`src/hw/rtl/ntcfe_pkg.sv`:
```
// ============================================================================
// ntcfe_pkg
// Shared types and constants for the NMEA time/coordinate field extractor.
// ============================================================================
`default_nettype none

package ntcfe_pkg;

    localparam int unsigned COORD_MAX_CHARS = 14;
    localparam int unsigned TIME_LEN        = 8;
    localparam int unsigned BUF_DEPTH       = 4;
    localparam int unsigned BUF_AW          = $clog2(BUF_DEPTH);

    localparam logic [7:0] CHR_COMMA = 8'h2C;
    localparam logic [7:0] CHR_COLON = 8'h3A;
    localparam logic [7:0] CHR_NUL   = 8'h00;

    localparam logic [1:0] FID_TIME = 2'd0;
    localparam logic [1:0] FID_C1   = 2'd1;
    localparam logic [1:0] FID_C2   = 2'd2;
    localparam logic [1:0] FID_END  = 2'd3;

    typedef struct packed {
        logic [1:0] field_id;
        logic [3:0] char_pos;
        logic [7:0] char_value;
        logic       last;
    } t_result;

    // Up to two results per accepted byte; num counts valid entries.
    typedef struct packed {
        logic [1:0] num;
        t_result    r0;
        t_result    r1;
    } t_res_pair;

endpackage

`default_nettype wire

```
`src/hw/rtl/ntcfe_decode.sv`:
```
// ============================================================================
// ntcfe_decode
// Per-byte sentence state and result generation (zero to two results).
// ============================================================================
`default_nettype none

module ntcfe_decode (
    input  wire logic                 i_clk,
    input  wire logic                 i_rst_n,
    input  wire logic                 i_accept,
    input  wire logic [7:0]           i_rx_byte,
    output      ntcfe_pkg::t_res_pair o_push
);

    typedef enum logic [1:0] {
        MODE_SCAN = 2'd0,
        MODE_TIME = 2'd1,
        MODE_C1   = 2'd2,
        MODE_C2   = 2'd3
    } t_mode;

    t_mode      r_mode,  n_mode;
    logic [2:0] r_comma, n_comma;
    logic [3:0] r_pos,   n_pos;
    ntcfe_pkg::t_res_pair w_pair;
    logic [4:0] w_pos_inc;
    logic [3:0] w_tpos;

    assign w_pos_inc = {1'b0, r_pos} + 5'd1;

    always_comb begin
        n_mode    = r_mode;
        n_comma   = r_comma;
        n_pos     = r_pos;
        w_tpos    = r_pos;
        w_pair    = '0;
        if (i_rx_byte == ntcfe_pkg::CHR_NUL) begin
            w_pair.num = 2'd1;
            w_pair.r0  = '{ntcfe_pkg::FID_END, 4'd0, 8'd0, 1'b1};
            n_mode     = MODE_SCAN;
            n_comma    = 3'd0;
            n_pos      = 4'd0;
        end else begin
            unique case (r_mode)
                MODE_TIME: begin
                    if (r_pos == 4'd1 || r_pos == 4'd4) begin
                        w_pair.num = 2'd2;
                        w_pair.r0  = '{ntcfe_pkg::FID_TIME, r_pos, i_rx_byte, 1'b0};
                        w_pair.r1  = '{ntcfe_pkg::FID_TIME, w_pos_inc[3:0],
                                       ntcfe_pkg::CHR_COLON, 1'b1};
                        w_tpos     = r_pos + 4'd2;
                    end else begin
                        w_pair.num = 2'd1;
                        w_pair.r0  = '{ntcfe_pkg::FID_TIME, r_pos, i_rx_byte, 1'b1};
                        w_tpos     = w_pos_inc[3:0];
                    end
                    if ({1'b0, w_tpos} >= 5'(ntcfe_pkg::TIME_LEN)) begin
                        n_mode = MODE_SCAN;
                        n_pos  = 4'd0;
                    end else begin
                        n_pos  = w_tpos;
                    end
                end
                MODE_C1, MODE_C2: begin
                    if (i_rx_byte == ntcfe_pkg::CHR_COMMA) begin
                        n_mode = MODE_SCAN;
                        n_pos  = 4'd0;
                    end else begin
                        w_pair.num = 2'd1;
                        w_pair.r0  = '{(r_mode == MODE_C1) ? ntcfe_pkg::FID_C1
                                                           : ntcfe_pkg::FID_C2,
                                       r_pos, i_rx_byte, 1'b1};
                        if (w_pos_inc >= 5'(ntcfe_pkg::COORD_MAX_CHARS)) begin
                            n_mode = MODE_SCAN;
                            n_pos  = 4'd0;
                        end else begin
                            n_pos  = w_pos_inc[3:0];
                        end
                    end
                end
                MODE_SCAN: begin
                    if (i_rx_byte == ntcfe_pkg::CHR_COMMA) begin
                        if (r_comma != 3'd7) begin
                            n_comma = r_comma + 3'd1;
                        end
                        n_pos = 4'd0;
                        unique case (n_comma)
                            3'd1:    n_mode = MODE_TIME;
                            3'd2:    n_mode = MODE_C1;
                            3'd3:    n_mode = MODE_C2;
                            default: n_mode = MODE_SCAN;
                        endcase
                    end
                end
                default: n_mode = MODE_SCAN;
            endcase
        end
    end

    always_ff @(posedge i_clk) begin
        if (!i_rst_n) begin
            r_mode  <= MODE_SCAN;
            r_comma <= 3'd0;
            r_pos   <= 4'd0;
        end else if (i_accept) begin
            r_mode  <= n_mode;
            r_comma <= n_comma;
            r_pos   <= n_pos;
        end
    end

    always_comb begin
        o_push = w_pair;
        if (!i_accept) begin
            o_push.num = 2'd0;
        end
    end

endmodule

`default_nettype wire

```
`src/hw/rtl/ntcfe_res_buf.sv`:
```
// ============================================================================
// ntcfe_res_buf
// Small result queue: pushes up to two results a cycle, pops one.
// ============================================================================
`default_nettype none

module ntcfe_res_buf (
    input  wire logic                 i_clk,
    input  wire logic                 i_rst_n,
    input  wire ntcfe_pkg::t_res_pair i_push,
    input  wire logic                 i_pop_ready,
    output      logic                 o_room,
    output      logic                 o_valid,
    output      ntcfe_pkg::t_result   o_head
);

    localparam int unsigned AW = ntcfe_pkg::BUF_AW;

    ntcfe_pkg::t_result r_mem [ntcfe_pkg::BUF_DEPTH];
    logic [AW-1:0] r_wr, r_rd;
    logic [AW:0]   r_cnt, n_cnt;
    logic          w_pop;

    assign o_valid = (r_cnt != '0);
    assign o_room  = (r_cnt <= (AW+1)'(ntcfe_pkg::BUF_DEPTH - 2));
    assign o_head  = r_mem[r_rd];
    assign w_pop   = o_valid && i_pop_ready;

    always_comb begin
        n_cnt = r_cnt + (AW+1)'(i_push.num) - (AW+1)'(w_pop);
    end

    always_ff @(posedge i_clk) begin
        if (!i_rst_n) begin
            r_wr  <= '0;
            r_rd  <= '0;
            r_cnt <= '0;
        end else begin
            r_wr  <= r_wr + AW'(i_push.num);
            r_rd  <= r_rd + AW'(w_pop);
            r_cnt <= n_cnt;
        end
    end

    always_ff @(posedge i_clk) begin
        if (i_push.num != 2'd0) begin
            r_mem[r_wr] <= i_push.r0;
        end
        if (i_push.num == 2'd2) begin
            r_mem[r_wr + AW'(1)] <= i_push.r1;
        end
    end

endmodule

`default_nettype wire

```
`src/hw/rtl/nmea_time_coordinate_field_extractor.sv`:
```
// ============================================================================
// nmea_time_coordinate_field_extractor
// Extracts time (as hh:mm:ss) and two coordinate fields from an NMEA byte
// stream, one character result per output transaction.
// ============================================================================
//  channel  dir  handshake                   payload
//  rx       in   i_rx_valid / o_rx_ready     i_rx_byte
//  res      out  o_res_valid / i_res_ready   o_field_id, o_char_pos,
//                                            o_char_value, o_last
//
//  One byte is taken per cycle while o_rx_ready is high; it produces 0, 1
//  or 2 results, which a 4-entry result buffer holds from the next cycle on.
//  o_rx_ready is high while the buffer has room for two results.
//  A byte that yields two results needs two output transactions, so sustained
//  input rate follows the output rate when colons are inserted.
//  Synchronous active-low reset clears the sentence state and the buffer.
`default_nettype none

module nmea_time_coordinate_field_extractor (
    input  wire logic       i_clk,
    input  wire logic       i_rst_n,
    input  wire logic       i_rx_valid,
    output      logic       o_rx_ready,
    input  wire logic [7:0] i_rx_byte,
    output      logic       o_res_valid,
    input  wire logic       i_res_ready,
    output      logic [1:0] o_field_id,
    output      logic [3:0] o_char_pos,
    output      logic [7:0] o_char_value,
    output      logic       o_last
);

    logic                 w_accept;
    ntcfe_pkg::t_res_pair w_push;
    ntcfe_pkg::t_result   w_head;

    assign w_accept = i_rx_valid && o_rx_ready;

    ntcfe_decode u_decode (
        .i_clk     (i_clk),
        .i_rst_n   (i_rst_n),
        .i_accept  (w_accept),
        .i_rx_byte (i_rx_byte),
        .o_push    (w_push)
    );

    ntcfe_res_buf u_res_buf (
        .i_clk       (i_clk),
        .i_rst_n     (i_rst_n),
        .i_push      (w_push),
        .i_pop_ready (i_res_ready),
        .o_room      (o_rx_ready),
        .o_valid     (o_res_valid),
        .o_head      (w_head)
    );

    assign o_field_id   = w_head.field_id;
    assign o_char_pos   = w_head.char_pos;
    assign o_char_value = w_head.char_value;
    assign o_last       = w_head.last;

    a_pair_last: assert property (@(posedge i_clk)
        (w_push.num == 2'd2) |-> (!w_push.r0.last && w_push.r1.last))
        else $error("two-result push with wrong last flags");

    a_end_marker: assert property (@(posedge i_clk)
        (w_accept && i_rx_byte == ntcfe_pkg::CHR_NUL) |->
        (w_push.num == 2'd1 && w_push.r0.field_id == ntcfe_pkg::FID_END))
        else $error("sentence end did not push one end marker");

    a_no_push_idle: assert property (@(posedge i_clk)
        !w_accept |-> (w_push.num == 2'd0))
        else $error("result pushed without an input transaction");

    a_reset_empty: assert property (@(posedge i_clk)
        !i_rst_n |=> (!o_res_valid && o_rx_ready))
        else $error("result buffer not empty after reset");

endmodule

`default_nettype wire
```
`config.mk`:
```
export PLATFORM = sky130hd
export DESIGN_NAME = nmea_time_coordinate_field_extractor
export DESIGN_NICKNAME = d
export VERILOG_FILES = /design/src/hw/rtl/ntcfe_pkg.sv /design/src/hw/rtl/ntcfe_decode.sv /design/src/hw/rtl/ntcfe_res_buf.sv /design/src/hw/rtl/nmea_time_coordinate_field_extractor.sv
export SDC_FILE = /design/constraint.sdc
export NUM_CORES = 1
export LEC_CHECK = 0
export ABC_CLOCK_PERIOD_IN_PS = 3500
export BUFFER_PORTS_ARGS = -buffer_cell sky130_fd_sc_hd__buf_2
export CELL_PAD_IN_SITES_DETAIL_PLACEMENT = 0
export CELL_PAD_IN_SITES_GLOBAL_PLACEMENT = 1
export CORE_MARGIN = 2
export CORE_UTILIZATION = 41
export CTS_CLUSTER_DIAMETER = 60
export DETAILED_ROUTE_END_ITERATION = 16
export GPL_TIMING_DRIVEN = 0
export PLACE_DENSITY_LB_ADDON = 0.1
export RECOVER_POWER = 50
export SYNTH_ARGS = -nofsm -noshare
export SYNTH_HDL_FRONTEND = slang
export SYNTH_HIERARCHICAL = 1
export SYNTH_SLANG_ARGS = --single-unit
```
`constraint.sdc`:
```
create_clock -name i_clk -period 3.5 [get_ports i_clk]
set_input_delay 1.05 -clock i_clk [delete_from_list [all_inputs] [get_ports i_clk]]
set_output_delay 1.05 -clock i_clk [all_outputs]
set_load 0.1 [all_outputs]
```
Word-level counts from Yosys, hierarchy flattened
Memory sizes are Yosys's and may differ from the RTL's. A register that Yosys moved wholly into a read port is not among the register bits. Index checks and enable logic that the tools add are counted.

Flip-flop bits (word level): 16. Bits in latches: 0. RAM bits: 60. ROM bits: 0. Output and inout port bits: 17. Memories: 1.

Add/sub/neg operators: 8. Multipliers: 0. Divide/modulo/power cells: 0. Magnitude comparators: 3. Eq/ne operators: 14. Shift-type cells: 0. Muxes and demuxes: 37. Bitwise logic cells: 0. Reductions and logical operators: 13.

Memories: u_res_buf.r_mem (words 4, bits a word 15, rd ports 1, clocked after Yosys merged registers in 1, write ports 2, RTL line ntcfe_res_buf.sv:19) `ntcfe_pkg::t_result r_mem [ntcfe_pkg::BUF_DEPTH];`.

Operator list (number): $mux 17 (2); $pmux 17 s2 (1); $mux 4 (8); $mux 13 (2); $mux 3 (7); $mux 16 (1); $mux 2 (8); $mux 15 (1); $pmux 2 s3 (2); $pmux 4 s3 (1); $eq 8x6->1 const B (1); $logic_not 8->1 (1); $eq 2x2->1 const B (3); $eq 3x2->1 const B (2); $ne 3x1->1 const B (2); $reduce_bool 2->1 (3); $add 4x1->5 const B (1); $ge 5x4->1 const B (1); $add 4x2->4 const B (1); $eq 4x1->1 const B (1); $eq 4x3->1 const B (1); $ge 4x4->1 const B (1); $mux 1 (4); $ne 4x1->1 const B (1); 18 further kinds (19).

Depth between registers and ports, before layout
Word-level depth: 10. Mapped depth: 12.

Cells and area by module
The synthesis kept the hierarchy.

Modules (own cells, without submodules): ntcfe_res_buf (instances 1, cells an instance 196, area an instance 3490.8 sq um, sequential area each 1941.9 sq um); ntcfe_decode (instances 1, cells an instance 133, area an instance 980.9 sq um, sequential area each 180.2 sq um); nmea_time_coordinate_field_extractor (instances 1, cells an instance 1, area an instance 6.3 sq um, sequential area each 0.0 sq um).

Least setup slack after synthesis
No wires, ideal clock.

Path kind: register to register. Start point: reg u_res_buf.r_cnt[1]. End point: mem u_res_buf/r_mem[0][0] in the netlist's numbering (enable). Setup time: 392 ps. Arrival time: 3613 ps. Slack: -505 ps. Cell stages (with the launch flop): 8. Buffers on the path: 1. Clock period less this slack: 4005 ps. Path through: dfxtp_1 > a21oi_1 > and2_1 > inv_1 > a31oi_1 > buf_6 > nor2_1 > a21oi_1.

RTL lines: start, declared (RTL line ntcfe_res_buf.sv:21) `logic [AW:0] r_cnt, n_cnt;`; start signal, assigned (RTL line ntcfe_res_buf.sv:41) `r_cnt <= n_cnt;`; end, declared (RTL line ntcfe_res_buf.sv:19).

==> flow_summary.yaml <==
cells_and_area:
  areaGrowthSynthToFinish_pct: 13.41
  nFillCells: 1017
  final_nets: 398
  drive_gt1_share_pct: 39.37
  final_cell_mix: "edfxtp_1 (60), mux2_2 (37), buf_2 (22)"
  multi_input_area_um2: 2155
  mostFrequentLayoutCell: "edfxtp_1"
  area.sequential_um2: 2122
  n_antenna_cell: 0
  layout.cells.non_filler: 521
  final_area_um2: 5079
synthesis:
  avgSynthCellArea_um2: 13.57
  ys_ff_latch: 76
  synth_xor_area_share_pct: 1.593
  synth-seq-area-share_pct: 47.39
  synth-compound-area-share_pct: 5.365
  synth.distinct_cells: 63
  synthArstFlopShare_pct: 0
  syn-instance-count: 330
  synthAdderAreaFrac_pct: 2.962
  synthMuxAreaShare_pct: 25.48
  synth_top_family_by_area: "multiplexers"
  synth_ff_type: "edfxtp_1"
  synthesis.yosys.warnings: 6
  synth_top_area_share_pct: 40.23
  synth_simple_gate_area_share_pct: 11.48
  synthTopCellsByArea: "edfxtp_1 (40%), mux2_2 (9.3%), mux4_2 (7.5%)"
  synth_area_um2: 4478
  synth_edf_count: 60
  yosysTopAreaCell: "edfxtp_1"
global_route:
  grt_pass1_vias: 2718
  grt_overflow_total: 0
  grt_max_degree: 16
  grt_pass1_wl_mm: 14.92
  grt_usage_pct: 17.36
  antenna_found_initial: 0
die:
  die_w_um: 108.5
  dieArea_um2: 11770
  core_area_um2: 10750
  row_count: 38
  start_util_pct: 41.67
  ios: 29
  die_h_um: 108.5
drt:
  firstDrtPassIters: 4
  drt_iter0_markers: 98
  drt-met1-wl_mm: 4.565
  vias: 2736
  top_layer_used: "met4"
  routed_wirelength_mm: 9.508
  via_per_inst: 5.251
  dr_wl_met2_mm: 4.515
  wl_per_cell_um: 18.25
  ant_nets: 0
  drc_errors: 0
  routed-wl-met3_um: 326
clock_network:
  cts_tree: "yes"
  cts.clk_slew.worst_paths_ns: 0.08
  cts_root_buf: "clkbuf_8"
  numCtsBuffers: 9
  numClockSinks: 76
  clock_path_buffers: 2
  h-tree-depth: 3
  clk_latency_ns: 0.36
sta:
  setup_violations: 0
  holdWs_ns: 0.4914
  slew_viol_final: 0
  fin_worst_skew_ns: 0.009312
  slew_headroom_pct: 23.30
  period_share_pct: 96.29
  fmax_mhz: 296.7
  worstMarginPinSlew_ns: 1.155
  fin_ws_ns: 0.1299
  rsz0062_at_grt: "false"
  fin_crit_ns: 3.370
  hold_viol: 0
run_status:
  status: "complete, no violations"
placed_design:
  detailed_place.area_um2: 4858
  dpl.cell_count: 505
  dp_hpwl_mm: 6.663
  gp_congestion: 0.7667
  port_buffers: 28
  post-place-ws_ns: -0.5520
pwr:
  leakagePower_nw: 1.867
  ir_worst_vdd_mv: 0.4250
  powerDensity_nw_per_um2: 489.7
critical_path:
  crit_path_end_kind: "flip-flop"
  slowest_stage: "a21oi_4"
  critPathLaunchType: "input port"
  crit_chain: "clkbuf_1 > nor3_4 > nand3_1 > nand2_1 > a31oi_2 > buf_6 > or3b_2 > a21oi_4"
  cp_max_fo: 15
  worstPathRequired_ns: 3.49
  slowest_delay_ns: 0.57
  worstPathArrival_ns: 3.36
  crit_type: "input port to flip-flop"
flow_run:
  cap_violations: 0
min_path:
  hold_class: "flip-flop to flip-flop"
[layer usage]
layer / global-route usage, % / vias to the layer above
met5: 0 / -
met4: 6.227 / 0
met3: 3.134 / 9
met2: 27.77 / 55
met1: 23.65 / 1342
li1: - / 1330
[final timing paths]
kind	endpoint	start	slack, ns	depth (start not counted)
setup / recovery	u_res_buf/r_mem[2][13]	i_rx_byte[0]	0.13	8
hold / removal	u_decode/r_comma[2]	u_decode/r_comma[2]	0.49	2
setup reg to reg	u_res_buf/r_mem[2][7]	u_decode/r_mode[0]	0.28	9
hold reg to reg	u_decode/r_comma[2]	u_decode/r_comma[2]	0.49	2
[final cells by class]
type / instances / area share [%]
buffer: 28 / 3.942
clock buffer: 10 / 2.513
clock inverter: 6 / 1.749
inverter: 12 / 0.8869
multi-input combinational: 219 / 42.42
sequential: 76 / 41.78
tap: 140 / 3.449
timing repair buffer: 30 / 3.252
[stage by stage]
stage | TNS, ns | power [mW] | utilization (%)
3_5_place_dp | -35.56 | 1.772 | 45.21
3_3_place_gp | -68.44 | 1.769 | 44.85
5_1_grt | 0 | 2.581 | 47.26
6_report | 0 | 2.487 | 47.26
4_1_cts | 0 | 2.521 | 47.40
2_1_floorplan | 0 | 1.666 | -
[repair_timing]
item / in CTS / in global routing
setup buffers: 0 / 0
gates resized for setup: 3 / 1
pin swaps: 0 / 0
endpoints found under the setup margin: 37 / 17
hold buffers: 0 / 0
[cells in the mapped netlist, types with 2 or more instances]
library cell  count
edfxtp_1         60
mux2_2           37
mux2_4           18
dfxtp_1          16
nor2_1           16
mux4_2           15
nand2_1          15
buf_4            12
inv_1            12
ha_1              9
nor2b_1           9
and2_1            8
a21oi_1           7
buf_2             6
mux2i_1           6
nand3_1           6
buf_6             5
mux2_1            5
o21ai_0           5
a22o_1            4
and3_1            4
nor3_1            4
nand2b_1          3
a31oi_1           2
clkbuf_1          2
nand3b_1          2
nand4_1           2
nor3b_1           2
o31ai_1           2
xnor2_1           2
xnor3_1           2
[worst max-delay path, delay by kind of cell]
family                 cells  cell delay, ns
AO/OA/AOI/OAI              2            0.74
buffers and inverters      2            0.29
AND/OR/NAND/NOR            4            1.25
[cell families after synthesis]
family	after synthesis
multiplexers	81
XOR/XNOR	5
buffers and inverters	40
other	1
adder cells (fa/ha/maj)	10
AND/OR/NAND/NOR	84
flip-flops	76
AO/OA/AOI/OAI	33
[power breakdown]
| part | total [mW] | switching (mW) | internal, mW |
|---|---|---|---|
| logic | 0.746 | 0.557 | 0.189 |
| registers | 0.996 | 0.0192 | 0.977 |
| clock network | 0.744 | 0.342 | 0.402 |
| total | 2.49 | 0.918 | 1.57 |
[registers in the layout, indices dropped and copies added (netlist names)]
name,flops
u_res_buf/r_rd,2
u_decode/r_pos,4
u_res_buf/r_mem,60
u_res_buf/r_wr,2
u_res_buf/r_cnt,3
u_decode/r_comma,3
u_decode/r_mode,2
Note: power is estimated with default switching activity, not from simulation.
